==> src/sv/spt_pkg.sv <==
`default_nettype none
package spt_pkg;

  localparam int TLB_ENTRIES = 16;
  localparam int IDX_W = (TLB_ENTRIES > 1) ? $clog2(TLB_ENTRIES) : 1;

  localparam logic [1:0] CMD_TRANSLATE = 2'd0;
  localparam logic [1:0] CMD_PTE       = 2'd1;
  localparam logic [1:0] CMD_FLUSH     = 2'd2;

  localparam logic [1:0] KIND_DONE  = 2'd0;
  localparam logic [1:0] KIND_READ  = 2'd1;
  localparam logic [1:0] KIND_WRITE = 2'd2;

  localparam logic [1:0] ACC_LOAD  = 2'd0;
  localparam logic [1:0] ACC_STORE = 2'd1;
  localparam logic [1:0] ACC_FETCH = 2'd2;
  localparam logic [1:0] ACC_RSVD  = 2'd3;

  localparam logic [1:0] PRIV_USER    = 2'd0;
  localparam logic [1:0] PRIV_SUPER   = 2'd1;
  localparam logic [1:0] PRIV_INVALID = 2'd2;
  localparam logic [1:0] PRIV_MACHINE = 2'd3;

  localparam logic [3:0] MODE_SV39 = 4'd8;
  localparam logic [3:0] MODE_SV48 = 4'd9;
  localparam logic [3:0] MODE_SV57 = 4'd10;

  localparam logic [2:0] REG_ROOT_PPN = 3'd0;
  localparam logic [2:0] REG_MODE     = 3'd1;
  localparam logic [2:0] REG_MPRV     = 3'd2;
  localparam logic [2:0] REG_MPP      = 3'd3;
  localparam logic [2:0] REG_MXR      = 3'd4;
  localparam logic [2:0] REG_SUM      = 3'd5;

  localparam logic [31:0] AGE_MAX = 32'hffff_ffff;

  typedef struct packed {
    logic        ok;
    logic        need_wb;
    logic [63:0] new_pte;
  } perm_t;

  function automatic logic [8:0] vpn_sel(input logic [63:0] va, input logic [2:0] lvl);
    logic [8:0] v;
    case (lvl)
      3'd0: v = va[20:12];
      3'd1: v = va[29:21];
      3'd2: v = va[38:30];
      3'd3: v = va[47:39];
      3'd4: v = va[56:48];
      default: v = 9'd0;
    endcase
    return v;
  endfunction

endpackage
`default_nettype wire

==> src/sv/spt_perm.sv <==
`default_nettype none
module spt_perm (
  input  wire logic [63:0]   pte,
  input  wire logic [1:0]    acc,
  input  wire logic [1:0]    eff,
  input  wire logic          sum,
  input  wire logic          mxr,
  output spt_pkg::perm_t     res
);
  logic r, w, x, u, a, d, ok;

  always_comb begin
    r = pte[1];
    w = pte[2];
    x = pte[3];
    u = pte[4];
    a = pte[6];
    d = pte[7];
    ok = 1'b1;
    if (!r && w) ok = 1'b0;
    if (eff == spt_pkg::PRIV_INVALID) ok = 1'b0;
    if (u && eff != spt_pkg::PRIV_USER && (!sum || acc == spt_pkg::ACC_FETCH)) ok = 1'b0;
    if (!u && eff != spt_pkg::PRIV_SUPER) ok = 1'b0;
    if (acc == spt_pkg::ACC_LOAD && !(r || (x && mxr))) ok = 1'b0;
    if (acc == spt_pkg::ACC_STORE && !w) ok = 1'b0;
    if (acc == spt_pkg::ACC_FETCH && !x) ok = 1'b0;
    res.ok = ok;
    res.need_wb = !a || (acc == spt_pkg::ACC_STORE && !d);
    res.new_pte = pte | 64'h40 | ((acc == spt_pkg::ACC_STORE) ? 64'h80 : 64'h0);
  end
endmodule
`default_nettype wire

==> config.mk <==
export PLATFORM = sky130hd
export DESIGN_NAME = spt_perm
export DESIGN_NICKNAME = d
export VERILOG_FILES = /design/src/sv/spt_pkg.sv /design/src/sv/spt_perm.sv
export SDC_FILE = /design/constraint.sdc
export NUM_CORES = 1
export LEC_CHECK = 0
export BUFFER_PORTS_ARGS = -buffer_cell sky130_fd_sc_hd__clkbuf_2
export CELL_PAD_IN_SITES_DETAIL_PLACEMENT = 1
export CELL_PAD_IN_SITES_GLOBAL_PLACEMENT = 2
export CORE_UTILIZATION = 10
export DETAILED_ROUTE_END_ITERATION = 8
export PLACE_DENSITY = 0.95
export SYNTH_ARGS = -nofsm -noshare
export SYNTH_HDL_FRONTEND = slang
export SYNTH_SLANG_ARGS = --single-unit
==> constraint.sdc <==
create_clock -name vclk -period 0.94
set_input_delay 0.047 -clock vclk [all_inputs]
set_output_delay 0.047 -clock vclk [all_outputs]
set_load 0.02 [all_outputs]
# ---- Word-level counts from Yosys, hierarchy flattened
# Index checks and enable logic that the tools add are counted.
dict set report word_totals {
  ff_bits 0
  inputBits 70
  out_inout_bits 66
  wordCells 35
}
dict set report op_classes {
  n_eq_ne 4
  mux 8
  n_bitwise 1
  reduce_logical 22
}
# op n
set op_table {}
lappend op_table {{64-bit by 8-bit bitwise OR with 64-bit output} 1}
lappend op_table {{1-bit logical AND} 9}
lappend op_table {{1-bit zero test} 8}
lappend op_table {{8-bit 2-to-1 mux} 1}
lappend op_table {{1-bit 2-to-1 mux} 7}
lappend op_table {{2-bit == test, second input constant} 2}
lappend op_table {{1-bit logical OR} 3}
lappend op_table {{2-bit by 1-bit == test with 1-bit output, second input constant} 1}
lappend op_table {{2-bit zero test} 1}
lappend op_table {{2-bit by 1-bit inequality test with 1-bit output, second input constant} 1}
lappend op_table {{2-bit nonzero test} 1}

# ---- Logic depth before layout (Yosys ltp)
# Gate-level depths: netlist of the first run.
dict set report depth {
  word_depth 9
  mapped_depth 5
  ltp_nobuf 4
}

# ---- Worst setup path before layout of the first run
# No wires, ideal clock.
dict set report synth_path {
  kind {input to output}
  from {input port eff[1]}
  to {output port res[65] in the netlist's numbering}
  arrival_ps 787
  required_ps 893
  slack_ps 106
  stages 3
  n_path_buf 1
  cell_sequence {or3b_1 a211oi_2 buf_4}
}
dict set report synth_via {
  elab_chain_cells 8
  word_cells_on_any_way 12
  classes_between {eq/ne (2); mux (6); reduce/logical (4)}
}
# element line_no
set synth_rtl {}
lappend synth_rtl {{start: declaration} spt_perm.sv:5} ;# input wire logic [1:0] eff,
lappend synth_rtl {{2-bit nonzero test} spt_perm.sv:22} ;# if (u && eff != spt_pkg::PRIV_USER && (!sum || acc == spt_pkg::ACC_FETCH)) ok = 1'b0;
lappend synth_rtl {{1-bit logical AND (2 in a row)} spt_perm.sv:22}
lappend synth_rtl {{1-bit 2-to-1 mux} spt_perm.sv:22}
lappend synth_rtl {{1-bit 2-to-1 mux *} spt_perm.sv:23} ;# if (!u && eff != spt_pkg::PRIV_SUPER) ok = 1'b0;
lappend synth_rtl {{1-bit 2-to-1 mux *} spt_perm.sv:24} ;# if (acc == spt_pkg::ACC_LOAD && !(r || (x && mxr))) ok = 1'b0;
lappend synth_rtl {{1-bit 2-to-1 mux *} spt_perm.sv:25} ;# if (acc == spt_pkg::ACC_STORE && !w) ok = 1'b0;
lappend synth_rtl {{1-bit 2-to-1 mux *} spt_perm.sv:26} ;# if (acc == spt_pkg::ACC_FETCH && !x) ok = 1'b0;
lappend synth_rtl {{end: declaration} spt_perm.sv:8} ;# output spt_pkg::perm_t res
# Mark *: on every way between the ends. The rest lies on a longest branch, timed or not.

==> run metrics, run 1 <==
status finished clean; Worst Hold Class input port to output port; register share of total power 0%; initial core utilization 10.4%; Worst Path Buf+Inv 2; worst hold start pte[24]; MaxCap Viol Count 0; leak pwr 0.142 nW; CP Class input port to output port; CP arrival 0.88 ns; syn avg cell area 7.19 µm²; Tmin final 0.925 ns; slowest stage delay, CP 0.39 ns; via count 276; drc violations 0; Final Total Pwr 128 µW; Die Area 0.00606 mm²; yosys warns 0; Fmax 1080 MHz; switching share of total power 51.4%; Port Buffers 19; Fill cells 684; Via density 2.51; Synth Instances 80; Die X 77.9 µm; crit path launch type input port; Crit Path Max Fanout 2; CP max-delay cell or3b_1; pre-CTS setup slack -0.0438 ns; final wirelength 963 µm; combinational share of power 100.0%; P_int 62.2 µW; Slew Limit Fails 0; vias in the first global route 286; diodes inserted 0; initial antenna violation count 0; Worst Hold Depth 0; share of post-route cells with drive strength above 1 71.1%; post-DR wirelength/cell 8.75 µm; register area 0 µm²; clock group share of total power 0%; post-synthesis cell type count 13; HPWL after DPL 793 µm; # clk buffers 0; final hold violation count 0; Psw 65.8 µW; RD Place Congestion 0.447; largest net degree at the start of global routing 5; DRT antenna net count 0; Hold Crit Endpoint res[24]; GRT Residual Overflow 0; row count 27; Post-Layout Cell Count 110; DRT iter0 DRCs 2; CTS hold repair buffers 0; setup_tns 0 ns; die height 77.9 µm; nature of the critical path endpoint output port; nets 110; Final Util 5.94%; cell area after layout 329 µm²; Seq/Total Area, Yosys 0%; Total Routing Usage GR 2.68%; Post-Syn Nets 150; final setup violation count 0; sequential cells 0; TritonRoute pass-1 iters 2; dpl cells 109; area grow syn2layout -42.8%; core area 0.00554 mm²; first-pass GRT wire length 1300 µm; Max VDD drop 68.0 µV; power density cells 389 mW/mm²; required time of the critical path 0.89 ns; crit path cell chain clkbuf_2 -> or3b_1 -> a211oi_2 -> buf_4; dpl cell area 295 µm²; Top delay family on crit path simple AND/OR/NAND/NOR gates; Ports 136; Synth Cell Area 576 µm²; worst setup margin 0.0146 ns; Hold Worst Slack 0.0940 ns; RSZ-0062 raised after global routing yes; final period utilization 98.4%
==> metal layers <==
layer	up-vias	routed length, µm	track usage (%)
met4	0	121	3.96
met3	26	216	2.12
li1	101	-	-
met1	118	194	1.25
met2	31	431	4.60
met5	-	0	0
==> kinds of logic after synthesis <==
family          count (synthesis)  synth area share [%]
compound gates                  6                  6.74
buf+inv                        65                  84.1
other cells                     1                 0.652
simple gates                    8                  8.48
==> power by group through the flow <==
stage               logic (mW)  registers, mW  clock network, mW
floorplan                0.434              0                  0
global placement         0.109              0                  0
detailed placement       0.113              0                  0
CTS                      0.129              0                  0
global route             0.138              0                  0
finish                   0.128              0                  0
==> cell usage after synthesis <==
library cell / count / area share (%)
buf_4: 64 / 83
nor2_1: 2 / 1.3
a21oi_1: 2 / 1.7
o21ai_1: 1 / 0.87
and3_2: 1 / 1.3
o22ai_1: 1 / 1.1
nand2b_1: 3 / 3.3
or2_2: 1 / 1.1
or3b_1: 1 / 1.5
o21ai_0: 1 / 0.87
inv_1: 1 / 0.65
conb_1: 1 / 0.65
a211oi_2: 1 / 2.2
==> cell usage in the layout, fill, tap and decap left out, drive strengths merged <==
master / instances
conb: 1
a211oi: 1
or2: 1
or3b: 1
o22ai: 1
clkbuf: 18
nand2b: 3
a21oi: 2
inv: 1
o21ai: 2
and3: 1
nor2: 2
buf: 4
==> layout make-up <==
type               count  area, µm²  area share (%)
multi-input cells     15        106            32.3
well taps             72       90.1            27.4
inverters              1       3.75            1.14
repair buffers        22        129            39.2
==> worst max-delay path by stage <==
stage	endpoint	cells past startpoint	from
final	res[65]	4	pte[4]
after global routing	res[65]	5	acc[1]
after CTS	res[65]	4	pte[4]
after detailed placement	res[65]	4	eff[1]
after global placement	res[65]	4	eff[1]
after floorplan	res[65]	3	eff[1]
==> timing repair <==
item	in CTS	in global routing
setup buffers	1	0
pin swaps	3	0
gates resized for setup	5	1
cloned	0	0
setup endpoints to repair	1	1
(Power assumes the default switching activity.)
==> run 2: changes to the inputs <==
- ABC_AREA: not set -> 1
==> run metrics, run 2 <==
Worst Hold Depth 0 (unchanged); setup_tns 0 ns (unchanged); DRT antenna net count 0 (unchanged); required time of the critical path 0.89 ns (about the same); Synth Instances 93 (was 80); count leader, synth buf_4 (unchanged); crit path launch type input port (unchanged); crit path cell chain clkbuf_2 -> inv_1 -> nor2_1 -> nor2_1 -> nor2_1 -> nor2_1 -> clkbuf_2 (was clkbuf_2 -> or3b_1 -> a211oi_2 -> buf_4); yosys warns 0 (unchanged); Die X 79.4 µm (was 77.9 µm); power density cells 368 mW/mm² (was 389 mW/mm²); Seq/Total Area, Yosys 0% (unchanged); cell area after layout 304 µm² (was 329 µm²); Worst Hold Class input port to output port (unchanged); row count 27 (unchanged); status finished clean (unchanged); Port Buffers 19 (unchanged); core area 0.00564 mm² (was 0.00554 mm²); top cells by count, synth buf_4, nand2_1, inv_1, nor2_1, nand3_1 (was buf_4, nand2b_1, a21oi_1, nor2_1); drc violations 0 (unchanged); most common cell after layout, fill and taps aside clkbuf_2 (unchanged); Hold Worst Slack 0.0940 ns (about the same); first-pass GRT wire length 1180 µm (was 1300 µm); largest area contributor in the synthesized netlist buf_4 (unchanged); post-DR wirelength/cell 6.98 µm (was 8.75 µm); CP max-delay cell clkbuf_2 (was or3b_1); MaxCap Viol Count 0 (unchanged); CP dominant cell by count nor2_1; GRT Residual Overflow 0 (unchanged); Post-CTS Setup Bufs 0 (was 1); final period utilization 81.4% (was 98.4%); largest net degree at the start of global routing 6 (was 5); leak pwr 0.167 nW (was 0.142 nW); initial antenna violation count 0 (unchanged); initial core utilization 10.6% (was 10.4%); Tmin final 0.766 ns (was 0.925 ns); nets 120 (was 110); die height 79.4 µm (was 77.9 µm); HPWL after DPL 732 µm (was 793 µm); CP arrival 0.72 ns (was 0.88 ns); Worst Path Buf+Inv 3 (was 2); Ports 136 (unchanged); Synth top area share 80.2% (was 83.5%); register area 0 µm² (unchanged); # clk buffers 0 (unchanged); Post-Syn Nets 163 (was 150); dpl cell area 304 µm² (was 295 µm²); share of post-route cells with drive strength above 1 41.7% (was 71.1%); Die Area 0.00631 mm² (was 0.00606 mm²); final wirelength 838 µm (was 963 µm); dpl cells 120 (was 109); RD Place Congestion 0.569 (was 0.447); syn avg cell area 6.44 µm² (was 7.19 µm²); diodes inserted 0 (unchanged); TritonRoute pass-1 iters 1 (was 2); CTS hold repair buffers 0 (unchanged); area grow syn2layout -49.3% (was -42.8%); nature of the critical path endpoint output port (unchanged); CP Class input port to output port (unchanged); Slew Limit Fails 0 (unchanged); most frequent cells in the layout clkbuf_2, nand2_1, inv_1, nor2_1, nand3_1 (was clkbuf_2, buf_4, nand2b_1, nor2_1, a21oi_1); via count 283 (was 276); Total Routing Usage GR 2.35% (was 2.68%); DRT iter0 DRCs 0 (was 2); top post-synthesis cells by area buf_4, nand2_1, inv_1 (was buf_4, nand2b_1, a211oi_2); Via density 2.36 (was 2.51); Fmax 1310 MHz (was 1080 MHz); final setup violation count 0 (unchanged); CP Depth 7 (was 4); RSZ-0062 raised after global routing no (was yes); Synth Cell Area 599 µm² (was 576 µm²); vias in the first global route 274 (was 286); post-synthesis cell type count 9 (was 13); worst setup margin 0.174 ns (was 0.0146 ns); Max VDD drop 45.4 µV (was 68.0 µV); sequential cells 0 (unchanged); post_cts resized 0 (was 5); final hold violation count 0 (unchanged); Top delay family on crit path buffers and inverters (was simple AND/OR/NAND/NOR gates); slowest stage delay, CP 0.18 ns (was 0.39 ns); pre-CTS setup slack 0.144 ns (was -0.0438 ns); Post-Layout Cell Count 120 (was 110); Crit Path Max Fanout 3 (was 2)
==> run 2: cell types whose count changed after synthesis, moves of 2 or more <==
cell      change
a21oi_1       -2
inv_1         +6
nand2_1       +9
nand2b_1      -3
nand3_1       +2
nor2_1        +5
==> run 2: metal layers <==
layer,global-route usage (%),up-vias,share of wire (%)
met5,0,-,0
met4,3.27,0,9.8
met1,1.43,120,21
met3,1.49,20,19
li1,-,121,-
met2,3.97,22,50
==> run 2: power by group <==
group / total [mW] / switching (mW) / internal [mW] / leakage, nW
Clock: 0 / 0 / 0 / 0
Combinational: 0.112 / 0.0680 / 0.0438 / 0.167
Sequential: 0 / 0 / 0 / 0
Total: 0.112 / 0.0680 / 0.0438 / 0.167
==> run 2: logic make-up (layout without fill, tap and decap cells) <==
logic type	Yosys count	in the layout	synth area share, %
other cells	1	1	0.626
buf+inv	71	26	84.6
simple gates	20	20	14.0
compound gates	1	1	0.834
==> run 2: worst paths after layout <==
check	slack [ns]	endpoint	startpoint
worst max-delay path	0.17	res[65]	acc[1]
worst min-delay path	0.09	res[11]	pte[11]
==> run 2: layout make-up <==
cell class	instances	area, µm²
fill	687	5340
timing repair buffer	19	95.1
multi-input combinational	22	92.6
tap	72	90.1
inverter	7	26.3
==> run 2: stage by stage <==
step | power, mW | utilization (%)
6_report | 0.112 | 5.39
3_3_place_gp | 0.114 | 5.39
5_1_grt | 0.128 | 5.39
2_1_floorplan | 0.440 | -
3_5_place_dp | 0.116 | 5.39
4_1_cts | 0.116 | 5.39
==> run 3: changes to the inputs <==
- clock period: 0.94 -> 0.8 ns (I/O delays scaled with it)
==> run metrics, run 3 (same netlist as run 2, synthesis figures left out) <==
sequential cells 0 (unchanged); CP Depth 8 (was 7); Hold Worst Slack 0.0800 ns (was 0.0940 ns); final setup violation count 0 (unchanged); Tmin final 0.718 ns; MaxCap Viol Count 0 (unchanged); Die X 79.4 µm (unchanged); leak pwr 0.171 nW (was 0.167 nW); DRT iter0 DRCs 0 (unchanged); vias in the first global route 274 (unchanged); TritonRoute pass-1 iters 1 (unchanged); register area 0 µm² (unchanged); most common cell after layout, fill and taps aside clkbuf_2 (unchanged); required time of the critical path 0.76 ns (was 0.89 ns); Max VDD drop 55.3 µV (was 45.4 µV); metal2 WL 433 µm (was 416 µm); CP Class input port to output port (unchanged); via count 285 (was 283); multi-input logic area 95.1 µm² (was 92.6 µm²); crit path from acc[1] (unchanged); Top Layer Used met4 (unchanged); final hold violation count 0 (unchanged); dpl cell area 304 µm² (unchanged); slowest stage delay, CP 0.15 ns (was 0.18 ns); crit path launch type input port (unchanged); Final Total Pwr 144 µW (was 112 µW); Ports 136 (unchanged); post-DR wirelength/cell 7.19 µm (was 6.98 µm); final wirelength 863 µm (was 838 µm); Total Routing Usage GR 2.35% (unchanged); CP arrival 0.68 ns (was 0.72 ns); most frequent cells in the layout clkbuf_2, nand2_1, inv_1, nor2_1 (was clkbuf_2, nand2_1, inv_1, nor2_1, nand3_1); share of post-route cells with drive strength above 1 45.8% (was 41.7%); HPWL after DPL 732 µm (unchanged); RD Place Congestion 0.569 (unchanged); Crit Path Max Fanout 3 (unchanged); first-pass GRT wire length 1180 µm (unchanged); power density cells 444 mW/mm² (was 368 mW/mm²); initial antenna violation count 0 (unchanged); area grow syn2layout -45.9% (was -49.3%); routed wl met3 162 µm (unchanged); core area 0.00564 mm² (unchanged); Port Buffers 19 (unchanged); CP dominant cell by count nand2_1 (was nor2_1); nature of the critical path endpoint output port (unchanged); DRT antenna net count 0 (unchanged); Fill cells 685 (was 687); diodes inserted 0 (unchanged); GRT Residual Overflow 0 (unchanged); initial core utilization 10.6% (unchanged); setup_tns 0 ns (unchanged); CP max-delay cell buf_4 (was clkbuf_2); Slew Limit Fails 0 (unchanged); Via density 2.38 (was 2.36); final period utilization 89.7%; Final Util 5.74% (was 5.39%); pre-CTS setup slack 0.0180 ns (was 0.144 ns); Top delay family on crit path simple AND/OR/NAND/NOR gates (was buffers and inverters); Post-Layout Cell Count 120 (unchanged); drc violations 0 (unchanged); die height 79.4 µm (unchanged); Fmax 1390 MHz; worst setup margin 0.0823 ns (was 0.174 ns); dpl cells 120 (unchanged); CTS hold repair buffers 0 (unchanged); status finished clean (unchanged); largest net degree at the start of global routing 6 (unchanged); Worst Hold Class input port to output port (unchanged); crit path cell chain buf_4 -> nor2_2 -> nand2_1 -> nand2_1 -> nand2_2 -> nand2_1 -> nor2_1 -> buf_4 (was clkbuf_2 -> inv_1 -> nor2_1 -> nor2_1 -> nor2_1 -> nor2_1 -> clkbuf_2); row count 27 (unchanged); Die Area 0.00631 mm² (unchanged); Worst Path Buf+Inv 2 (was 3); Worst Setup EP res[65] (unchanged); cell area after layout 324 µm² (was 304 µm²); # clk buffers 0 (unchanged); nets 120 (unchanged); post-route met1 wirelength 185 µm (was 177 µm)
[run 3: cell count changes in the layout (fill, tap and decap cells not counted), sizes merged]
| cell | previous run | this run |
|---|---|---|
| buf | 0 | 4 |
| clkbuf | 19 | 15 |
[run 3: final cells by class]
class                           instances  share of cell area (%)
Multi-Input combinational cell         22                    29.3
Tap cell                               72                    27.8
Inverter                                7                    8.11
Timing Repair Buffer                   19                    34.7
[run 3: repair_timing]
action,4_1_cts,5_1_grt
resized for setup,0,11
buffers inserted,0,0
endpoints found under the setup margin,0,1
[run 3: layer usage]
layer  vias to the layer above  track usage (%)
li1                        121                -
met1                       122             1.43
met2                        22             3.97
met3                        20             1.49
met4                         0             3.27
met5                         -                0
[run 3: how the worst min path moves through the flow]
stage,start,to,slack [ns],cells after the start
finish,pte[11],res[11],0.08,0
global route,pte[23],res[23],0.08,0
CTS,pte[15],res[15],0.08,0
detailed placement,pte[15],res[15],0.08,0
global placement,pte[15],res[15],0.08,0
floorplan,pte[0],res[0],0.19,1
[run 3: power by group]
group / switching [mW] / internal [mW] / total, mW
sequential: 0 / 0 / 0
combinational: 0.0819 / 0.0621 / 0.144
clock: 0 / 0 / 0
